===== config.mk =====
export PLATFORM = sky130hd
export DESIGN_NAME = ttce_ctrl
export DESIGN_NICKNAME = d
export VERILOG_FILES = /design/src/rtl/ttce_pkg.sv /design/src/rtl/ttce_ctrl.sv
export SDC_FILE = /design/constraint.sdc
export NUM_CORES = 1
export LEC_CHECK = 0
export BUFFER_PORTS_ARGS = -buffer_cell sky130_fd_sc_hd__buf_2
export CORE_AREA = 3 3 40 42
export DETAILED_ROUTE_END_ITERATION = 10
export DIE_AREA = 0 0 43 45
export GPL_TIMING_DRIVEN = 0
export RECOVER_POWER = 50
export SLEW_MARGIN = 20
export SYNTH_ARGS = -nofsm -noshare
export SYNTH_HDL_FRONTEND = slang
export SYNTH_SLANG_ARGS = --single-unit

===== constraint.sdc =====
create_clock -name clock -period 2.1 [get_ports clock]
set_input_delay 0.42 -clock clock [delete_from_list [all_inputs] [get_ports clock]]
set_output_delay 0.42 -clock clock [all_outputs]
set_load 0.02 [all_outputs]

===== src/rtl/ttce_pkg.sv =====
// Shared constants, codes and control structs of the text terminal cell engine.
// Used by ttce_ctrl, ttce_datapath and text_terminal_cell_engine_core; no dependencies.
package ttce_pkg;

   localparam int MAX_COLUMNS_DEF = 128;
   localparam int MAX_LINES_DEF   = 32;

   localparam logic [2:0] OP_PUT_CHAR   = 3'd0;
   localparam logic [2:0] OP_PUT_AT     = 3'd1;
   localparam logic [2:0] OP_SET_CURSOR = 3'd2;
   localparam logic [2:0] OP_READ_CELL  = 3'd3;
   localparam logic [2:0] OP_CLEAR      = 3'd4;
   localparam logic [2:0] OP_RECOLOR    = 3'd5;

   localparam logic [1:0] CSR_NUM_COLS     = 2'd0;
   localparam logic [1:0] CSR_NUM_ROWS     = 2'd1;
   localparam logic [1:0] CSR_DEFAULT_ATTR = 2'd2;

   localparam logic [7:0] CH_NEWLINE     = 8'd10;
   localparam logic [7:0] CH_BACKSPACE   = 8'd8;
   localparam logic [7:0] CH_SPACE       = 8'd32;
   localparam logic [7:0] FALLBACK_ATTR  = 8'h0F;
   localparam logic [7:0] RESET_ATTR     = 8'h0F;
   localparam logic [7:0] RESET_NUM_COLS = 8'd80;
   localparam logic [5:0] RESET_NUM_ROWS = 6'd25;

   localparam logic [1:0] SCAN_INIT    = 2'd0;
   localparam logic [1:0] SCAN_CLEAR   = 2'd1;
   localparam logic [1:0] SCAN_SCROLL  = 2'd2;
   localparam logic [1:0] SCAN_RECOLOR = 2'd3;

   typedef struct packed {
      logic       load;
      logic       exec;
      logic       step;
      logic [1:0] scan_mode;
      logic       respond;
   } dp_cmd_type;

   typedef struct packed {
      logic scan_last;
      logic need_scroll;
      logic is_read;
      logic is_clear;
      logic is_recolor;
   } dp_status_type;

endpackage


===== src/rtl/ttce_ctrl.sv =====
// Sequencer of the text terminal cell engine: issues load, execute, sweep and respond commands.
// Depends on ttce_pkg for the command and status structs.
module ttce_ctrl (
   input  logic                     clock,
   input  logic                     reset,
   input  logic                     start,
   input  ttce_pkg::dp_status_type  status,
   output ttce_pkg::dp_cmd_type     cmd,
   output logic                     busy
);
   import ttce_pkg::*;

   localparam logic [2:0] ST_INIT    = 3'd0;
   localparam logic [2:0] ST_IDLE    = 3'd1;
   localparam logic [2:0] ST_EXEC    = 3'd2;
   localparam logic [2:0] ST_SCROLL  = 3'd3;
   localparam logic [2:0] ST_RECOLOR = 3'd4;
   localparam logic [2:0] ST_CLEAR   = 3'd5;
   localparam logic [2:0] ST_DONE    = 3'd6;

   logic [2:0] state_ff, state_in;

   always_comb begin
      cmd      = '0;
      state_in = state_ff;
      case (state_ff)
         ST_INIT: begin
            cmd.step      = 1'b1;
            cmd.scan_mode = SCAN_INIT;
            if (status.scan_last) state_in = ST_IDLE;
         end
         ST_IDLE: begin
            if (start) begin
               cmd.load = 1'b1;
               state_in = ST_EXEC;
            end
         end
         ST_EXEC: begin
            cmd.exec = 1'b1;
            if (status.need_scroll)     state_in = ST_SCROLL;
            else if (status.is_recolor) state_in = ST_RECOLOR;
            else if (status.is_clear)   state_in = ST_CLEAR;
            else if (status.is_read)    state_in = ST_DONE;
            else begin
               cmd.respond = 1'b1;
               state_in    = ST_IDLE;
            end
         end
         ST_SCROLL: begin
            cmd.step      = 1'b1;
            cmd.scan_mode = SCAN_SCROLL;
            if (status.scan_last) state_in = ST_DONE;
         end
         ST_RECOLOR: begin
            cmd.step      = 1'b1;
            cmd.scan_mode = SCAN_RECOLOR;
            if (status.scan_last) state_in = ST_DONE;
         end
         ST_CLEAR: begin
            cmd.step      = 1'b1;
            cmd.scan_mode = SCAN_CLEAR;
            if (status.scan_last) state_in = ST_DONE;
         end
         ST_DONE: begin
            cmd.respond = 1'b1;
            state_in    = ST_IDLE;
         end
         default: state_in = ST_IDLE;
      endcase
   end

   always_ff @(posedge clock) begin
      if (reset) state_ff <= ST_INIT;
      else       state_ff <= state_in;
   end

   assign busy = (state_ff != ST_IDLE);

endmodule


==> flow_summary.ini, run 1 <==
[outcome]
status = completed

[placed_design]
placed_cell_area_sq_um = 370
gp_congestion = 0.721
dp_hpwl_microns = 554
dp_cells = 67
io_buffers = 14

[cts]
post_cts_resized = 0
cts_buffer_depth = 2
post_cts_buffers = 0
clock-sinks = 3
cts_buffers = 3
clk_latency_ns = 0.23
clockRootBuffer = clkbuf_4
clk_pin_slew_ns = 0.03
cts_tree = done
cts-hold-fix-buffers = 0
h-tree-depth = 1

[floorplanning]
num_rows = 13
fp.dieW_microns = 43
die_h_microns = 45
die_area_sq_um = 1940
ios = 15
start_util_pct = 21.9
core_sq_um = 1280

[sta]
finalHoldViolCount = 0
slew_headroom_pct = 77.7
worst_pin_slew_ns = 0.329
slew_viol_final = 0
finalSetupViolCount = 0
rsz0062_at_grt = no
fmax_mhz = 538
setup_tns_ns = 0
clock_skew_ns = 0.00212
post-route-period-util_pct = 88.4
period_minus_slack_ns = 1.86

[layout]
antenna_cells = 0
top_regs = state_ff x3
largest_reg_flops = 3
area_growth_pct = 38.2
nets = 65
instances_no_fill = 71
layout-drive-gt1-share_pct = 30.4
regMostFlops = state_ff
final_area_sq_um = 389

[global_route]
grtUsageTotal_pct = 8.14
grt_max_degree = 11
grt_util_met3_pct = 3.98
busiest_layer = met2
grtUsageMet1_pct = 10.0
grt_pass1_wl_mm = 1.18
overflow = 0
grt_pass1_vias = 289
groute.layer.met2.usage_pct = 12.9
antenna_found_initial = 0

[worst_setup_path]
crit_arrival_ns = 1.44
worstSetupStartpointType = primary input
crit_slowest_cell = or3_1
crit_path_max_incr_delay_ns = 0.39
path_max_fanout = 3
endpoint_kind = output pin
path_class = in2out
worstPathRequired_ns = 1.68
cp_num_buf_inv = 2
cp_top_family = simple AND/OR/NAND/NOR gates
path_cells = buf_2 -> or3_1 -> nor2_1 -> nor2_1 -> nor3b_1 -> buf_2
startpoint = status[0]
reg2reg_from = state_ff[0]$_SDFFE_PP0P_

[flow_run]
max_cap_violations = 0

[power_and_ir_drop]
ir_drop_uv = 379
leakage_nw = 0.169
cellPowerDensity_nw_per_um2 = 1590
power_uw = 618

[synthesis]
synth_compound_area_share_pct = 27.1
synth-seq-cells = 3
synth_top_family_by_area = simple AND/OR/NAND/NOR gates
synthAdderAreaFrac_pct = 0
postSynthAreaPerCell_sq_um = 7.41
synth_top_area_share_pct = 21.3
syn_inst = 38
synth_nets = 46
synth_cell_type_count = 23
post_synth_main_area_contributors = dfxtp_1, nor2_1, nor2b_1
yosysSeqAreaShare_pct = 21.3
yosys_warnings = 0
synth_xor_xnor_area_share_pct = 3.11
synthSimpleGateAreaFrac_pct = 42.7
netlist_area_sq_um = 282
yosysTopAreaCell = dfxtp_1
muxShareOfSynthArea_pct = 0

[routing]
antenna_left = 0
wl_microns = 718
routed-via-count = 351
drc = 0
routed_via_density = 4.94
drt_iter0_drc = 13
wl_per_cell_microns = 10.1
dr.pass1.iters = 4

[min_path]
min_path_type = in2reg
min_from = reset
==> report_power, final <==
part / switching, mW / leakage (nW) / total, mW / internal, mW
combinational: 0.223 / 0.130 / 0.387 / 0.165
sequential: 0.0465 / 0.0248 / 0.131 / 0.0848
clock: 0.0280 / 0.0150 / 0.0991 / 0.0711
==> synth_stat cells <==
| master | number |
|---|---|
| or4b_1 | 1 |
| nand2_1 | 2 |
| nor3b_1 | 2 |
| or3_1 | 2 |
| a221oi_1 | 1 |
| nor3_2 | 1 |
| dfxtp_1 | 3 |
| a21oi_1 | 2 |
| nor2_1 | 5 |
| a31oi_1 | 1 |
| o21ai_0 | 3 |
| nor2b_1 | 3 |
| nor4_1 | 1 |
| nand2b_1 | 2 |
| o32ai_1 | 1 |
| a2111oi_1 | 1 |
| nor4b_1 | 1 |
| buf_4 | 1 |
| xnor2_1 | 1 |
| buf_2 | 1 |
| o211a_1 | 1 |
| o21a_1 | 1 |
| inv_1 | 1 |
==> cell families (layout without fill, tap and decap cells) <==
kind of cell    after synthesis  after routing
simple gates                 20             20
buf+inv                       3             21
compound gates               11             11
flops                         3              3
xor+xnor                      1              1
==> worst register-to-register path, cell delays in order (launching register included) <==
cell     delay (ns)
dfxtp_1        0.44
nor2b_1        0.16
buf_4          0.15
nor3_1         0.07
or4b_1         0.47
a21oi_1        0.13
==> layer usage <==
metal | routed length, microns | part of all wire, %
met1 | 342 | 48
met2 | 323 | 45
met3 | 51 | 7.1
met4 | 0 | 0
met5 | 0 | 0
==> metrics by stage <==
| stage | hold WS [ns] | utilization [%] | setup slack (ns) |
|---|---|---|---|
| 2_1_floorplan | 0.489 | - | 0.227 |
| 3_3_place_gp | 0.569 | 28.8 | 0.257 |
| 3_5_place_dp | 0.580 | 28.8 | 0.238 |
| 4_1_cts | 0.390 | 30.9 | 0.235 |
| 5_1_grt | 0.393 | 30.3 | 0.184 |
| 6_report | 0.398 | 30.3 | 0.243 |
==> cells in the final DEF (no fill, tap or decap) <==
master	count
nor3_1	1
a21oi_1	2
nor3b_1	2
a31oi_1	1
nand2_1	2
xnor2_1	1
nor2_1	5
a2111oi_1	1
nor2b_1	3
or3_1	2
clkbuf_4	3
or4b_1	1
o21a_1	1
o21ai_0	3
nand2b_1	2
dfxtp_1	3
o32ai_1	1
nor4b_1	1
a221oi_1	1
o211a_1	1
inv_1	1
nor4_1	1
buf_2	13
clkbuf_1	3
buf_4	1
==> final timing paths <==
check | endpoint | slack [ns] | cells after the start
max | cmd[0] | 0.24 | 6
max reg2reg | state_ff[0]$_SDFFE_PP0P_ | 0.60 | 5
min reg2reg | state_ff[0]$_SDFFE_PP0P_ | 0.59 | 2
min | state_ff[0]$_SDFFE_PP0P_ | 0.40 | 2
==> final cells by class <==
type | count | area (sq um)
plain buffers | 2 | 12.5
clock buffers | 4 | 26.3
fillers | 157 | 896
inverters | 1 | 3.75
multi-input cells | 32 | 200
flip-flops and latches | 3 | 60.1
well taps | 15 | 18.8
repair buffers | 14 | 67.6
Power figures use the tool's default switching activity.
==> run 2: changes to the inputs <==
--- a/config.mk
+++ b/config.mk
@@ -5,6 +5,7 @@
 export SDC_FILE = /design/constraint.sdc
 export NUM_CORES = 1
 export LEC_CHECK = 0
+export ABC_AREA = 1
 export BUFFER_PORTS_ARGS = -buffer_cell sky130_fd_sc_hd__buf_2
 export CORE_AREA = 3 3 40 42
 export DETAILED_ROUTE_END_ITERATION = 10
==> run 2 against run 1 <==
Effect of this change:
- utilization is 0.97 points higher
- highest routed layer unchanged
- largest cell class unchanged
- cell area is 3.2% higher
- final cell count increased by 30%
- critical path type is now reg2out
- sequential power fell by 11%
- setup slack improved by 0.25 ns
- sequential cell count stayed put
- non-clock buffer count is 2 lower
- fmax up 16%
- wire length up 2.5%
- clock power about the same
- global-route usage is 1.1 points higher
==> flow_summary.ini, run 2 <==
[cts]
h-tree-depth = 1
cts_buffer_depth = 2
clk_latency_ns = 0.23
clockRootBuffer = clkbuf_4
post_cts_buffers = 0
clk_pin_slew_ns = 0.03
clock-sinks = 3
post_cts_resized = 0
cts_buffers = 3
cts_tree = done
cts-hold-fix-buffers = 0

[worst_setup_path]
r2r_cells = 7
path_max_fanout = 7
ff2ff_setup_slack_ns = 0.89
path_class = reg2out
worstPathRequired_ns = 1.68
crit_arrival_ns = 1.18
r2r_end = state_ff[2]$_SDFFE_PP0P_
worstSetupStartpointType = register
startpoint = state_ff[2]$_SDFFE_PP0P_
reg2reg_from = state_ff[2]$_SDFFE_PP0P_
endpoint_kind = output pin

[placed_design]
dp_hpwl_microns = 598
gp_congestion = 0.757
io_buffers = 14

[sta]
slew_headroom_pct = 82.8
period_minus_slack_ns = 1.60
finalSetupViolCount = 0
rsz0062_at_grt = no
slew_viol_final = 0
clock_skew_ns = 0.00518
finalHoldViolCount = 0
post-route-period-util_pct = 76.4
worst_pin_slew_ns = 0.259
setup_tns_ns = 0
fmax_mhz = 623

[power_and_ir_drop]
ir_drop_uv = 468
leakage_nw = 0.246
power_uw = 580
cellPowerDensity_nw_per_um2 = 1440

[flow_run]
max_cap_violations = 0

[synthesis]
netlist_area_sq_um = 303
synth_top_area_share_pct = 21.1
synthArstFlopShare_pct = 0
synth_edf_count = 0
yosysTopAreaCell = nand2_1
synth_top_cells_by_count = nand2_1, nor2_1, inv_1
postSynthAreaPerCell_sq_um = 5.13
synth_nets = 67
yosysMostFrequentCell = nand2_1
yosys_warnings = 0
yosysSeqAreaShare_pct = 19.8
synth_ff_type = dfxtp_1
syn_inst = 59
synth-seq-cells = 3
synth_cell_type_count = 12
post_synth_main_area_contributors = nand2_1, dfxtp_1, nor2_1

[routing]
antenna_left = 0
routed_via_density = 4.25
drt_iter0_drc = 5
drc = 0
wl_microns = 736
dr.pass1.iters = 2
wl_per_cell_microns = 8.00
routed-via-count = 391

[layout]
nets = 86
antenna_cells = 0
area_growth_pct = 32.6
layout_commonest_cell = nand2_1
multiInputGateArea_sq_um = 186
layout_common_cells = nand2_1, nor2_1, buf_2, inv_1, nand3_1
largest_reg_flops = 3
fillCellCount = 150
regMostFlops = state_ff
top_regs = state_ff x3
seqCellArea_sq_um = 60.1
layout-drive-gt1-share_pct = 23.4

[global_route]
overflow = 0
grt_pass1_wl_mm = 1.37
grt_pass1_vias = 346
antenna_found_initial = 0
grt_max_degree = 8
grtUsageTotal_pct = 9.23

[floorplanning]
die_area_sq_um = 1940
start_util_pct = 23.6
num_rows = 13
fp.dieW_microns = 43
ios = 15
die_h_microns = 45
core_sq_um = 1280

[min_path]
hold_path_end = state_ff[1]$_SDFFE_PP0P_
min_from = reset
min_path_cells = 2
min_path_type = in2reg

[outcome]
status = completed
==> run 2: cell count changes in the layout (fill, tap and decap cells not counted), moves of 2 or more <==
cell | before | now
nor2b_1 | 3 | 0
nor2_1 | 5 | 14
nor3b_1 | 2 | 0
or3_1 | 2 | 0
nand3_1 | 0 | 6
inv_1 | 1 | 10
nand2_1 | 2 | 18
nand2b_1 | 2 | 0
==> run 2: logic make-up (layout without fill, tap and decap cells) <==
logic type	count (synthesis)	in the layout	share of synthesized area, %
AO/OA/AOI/OAI	5	5	8.26
flip-flops	3	3	19.8
AND/OR/NAND/NOR	40	40	58.3
buffers and inverters	11	29	13.6
==> run 2: worst max-delay path, stage by stage (launching register included) <==
cell and delay [ns]:
dfxtp_1 0.44, nand2_1 0.17, o21ai_0 0.16, buf_2 0.18
==> run 2: metal layers <==
layer	GRT usage (%)	share of wire (%)
met1	12.2	47
met4	0	0
met5	0	0
met2	13.5	45
met3	5.98	7.6
==> run 2: worst max-delay path by stage <==
stage                   to  slack (ns)  cells past startpoint
floorplan           cmd[0]        0.63                      3
global placement    cmd[0]        0.52                      5
detailed placement  cmd[0]        0.52                      5
CTS                 cmd[5]        0.50                      5
global route        cmd[3]        0.40                      4
finish              cmd[2]        0.50                      3
==> run 2: area by class of cell <==
| class | instances | share of cell area [%] |
|---|---|---|
| multi-input combinational | 45 | 46.4 |
| timing repair buffer | 14 | 17.1 |
| sequential | 3 | 15.0 |
| inverter | 11 | 10.3 |
| clock buffer | 4 | 6.54 |
| tap | 15 | 4.67 |
==> run 2: metrics by stage <==
step / setup slack, ns / instances / hold WS [ns] / area, sq um / utilization (%)
after global placement: 0.517 / 88 / 0.575 / 392 / 30.5
after CTS: 0.497 / 92 / 0.349 / 418 / 32.5
after global routing: 0.401 / 92 / 0.357 / 402 / 31.3
after detailed placement: 0.518 / 88 / 0.573 / 392 / 30.5
after floorplan: 0.627 / 59 / 0.489 / 303 / -
final: 0.496 / 92 / 0.355 / 402 / 31.3
==> run 2: where the power goes <==
| group | leakage, nW | switching (mW) | internal [mW] |
|---|---|---|---|
| registers | 0.0248 | 0.0339 | 0.0818 |
| logic | 0.206 | 0.242 | 0.121 |
| clock network | 0.0150 | 0.0292 | 0.0711 |
| total | 0.246 | 0.306 | 0.274 |
==> run 3: changes to the inputs <==
==> constraint.sdc (replaced) <==
create_clock -name clock -period 1.4 [get_ports clock]
set_input_delay 0.28 -clock clock [delete_from_list [all_inputs] [get_ports clock]]
set_output_delay 0.28 -clock clock [all_outputs]
set_load 0.02 [all_outputs]
==> run 3 against run 2 <==
Effect of this change:
- sequential power is 85% higher
- wire length is 8.8% higher
- worst hold slack worse by 0.15 ns
- final cell count is 1.1% higher
- clock skew is 0.00055 ns lower
- largest power group unchanged
==> flow_summary.ini, run 3 (synthesized netlist as in run 2, its figures left out) <==
[cts]
cts_buffers = 3
clock-sinks = 3
clk_latency_ns = 0.23
cts_tree = done
h-tree-depth = 1
cts_buffer_depth = 2
clockRootBuffer = clkbuf_4
clk_pin_slew_ns = 0.04

[floorplanning]
die_area_sq_um = 1940
ios = 15
core_sq_um = 1280
start_util_pct = 23.6
fp.dieW_microns = 43
die_h_microns = 45
num_rows = 13

[layout]
nets = 87
largest_reg_flops = 3
final_area_sq_um = 458
top_regs = state_ff x3
layout_common_cells = nand2_1, buf_2, nor2_1, inv_1, nand3_1
fin_util_pct = 35.6
antenna_cells = 0
layout-drive-gt1-share_pct = 39.7
layout_commonest_cell = nand2_1
regMostFlops = state_ff
area_growth_pct = 51.2
fillCellCount = 142

[worst_setup_path]
crit_path_max_incr_delay_ns = 0.37
cp_num_buf_inv = 2
crit_arrival_ns = 1.08
endpoint_kind = output pin
worstPathRequired_ns = 1.12
worstSetupStartpointType = register
path_class = reg2out
cp_top_family = flip-flops
crit_slowest_cell = dfxtp_4
path_max_fanout = 4
path_cells = inv_4 -> nor2_4 -> nand2_2 -> nor2_2 -> buf_6

[routing]
dr.pass1.iters = 4
drc = 0
wl_microns = 801
antenna_left = 0
routed-via-count = 400
routed_via_density = 4.30
drt_iter0_drc = 6
wl_per_cell_microns = 8.61

[global_route]
antenna_found_initial = 0
grtUsageTotal_pct = 9.23
grt_max_degree = 8
grt_pass1_vias = 346
overflow = 0
grt_pass1_wl_mm = 1.37

[sta]
period_minus_slack_ns = 1.36
post-route-period-util_pct = 97.4
rsz0062_at_grt = yes
slew_headroom_pct = 85.2
fin_ws_ns = 0.0361
worst_pin_slew_ns = 0.220
finalSetupViolCount = 0
fmax_mhz = 733
finalHoldViolCount = 0
clock_skew_ns = 0.00463
slew_viol_final = 0

[placed_design]
dp_hpwl_microns = 598
gp_congestion = 0.757
pre_cts_ws_ns = 0.0980
placed_cell_area_sq_um = 392
io_buffers = 14

[power_and_ir_drop]
combinationalPowerShare_pct = 63.8
p_switching_uw = 519
leakage_nw = 0.263
cellPowerDensity_nw_per_um2 = 2200
seqPwrFrac_pct = 21.3
clockPowerShare_pct = 14.9
p_int_uw = 487
ir_drop_uv = 732
switching_share_pct = 51.5

[outcome]
status = completed

[flow_run]
max_cap_violations = 0

[min_path]
min_path_type = in2reg
run 3: what timing repair did:
action / 4_1_cts / 5_1_grt
pin swaps: 0 / 2
endpoints found under the setup margin: 4 / 5
hold buffers: 0 / 0
gates resized for setup: 4 / 10
buffers inserted: 0 / 1
run 3: final timing paths:
check | start | endpoint | slack [ns] | cells past startpoint
worst max-delay path | state_ff[0]$_SDFFE_PP0P_ | cmd[5] | 0.04 | 5
worst min-delay path | reset | state_ff[1]$_SDFFE_PP0P_ | 0.21 | 2
worst max register to register | state_ff[0]$_SDFFE_PP0P_ | state_ff[2]$_SDFFE_PP0P_ | 0.23 | 9
worst min register to register | state_ff[1]$_SDFFE_PP0P_ | state_ff[1]$_SDFFE_PP0P_ | 0.55 | 2
run 3: layout make-up:
type / instances / area [sq um] / share of cell area [%]
flip-flops and latches: 3 / 68.8 / 15.0
repair buffers: 15 / 83.8 / 18.3
clock buffers: 4 / 26.3 / 5.74
inverters: 11 / 46.3 / 10.1
multi-input cells: 45 / 214 / 46.7
well taps: 15 / 18.8 / 4.10
run 3: stage by stage:
step	total power, mW	hold WS [ns]	std cells	TNS (ns)
2_1_floorplan	0.609	0.349	59	0
3_3_place_gp	0.759	0.453	88	0
3_5_place_dp	0.758	0.452	88	0
4_1_cts	0.934	0.202	92	0
5_1_grt	1.12	0.217	93	-0.0293
6_report	1.01	0.210	93	0
run 3: power by group through the flow:
stage / registers (mW) / clock network, mW / logic (mW)
2_1_floorplan: 0.166 / 0 / 0.443
3_3_place_gp: 0.181 / 0 / 0.578
3_5_place_dp: 0.179 / 0 / 0.579
4_1_cts: 0.188 / 0.157 / 0.588
5_1_grt: 0.219 / 0.164 / 0.735
6_report: 0.215 / 0.150 / 0.642
run 3: metal layers:
layer	vias up	GRT usage, %	wire length (microns)	share of wire (%)
met5	-	0	0	0
met4	0	0	0	0
met3	0	5.98	57	7.1
met2	9	13.5	390	49
met1	171	12.2	353	44
li1	220	-	-	-
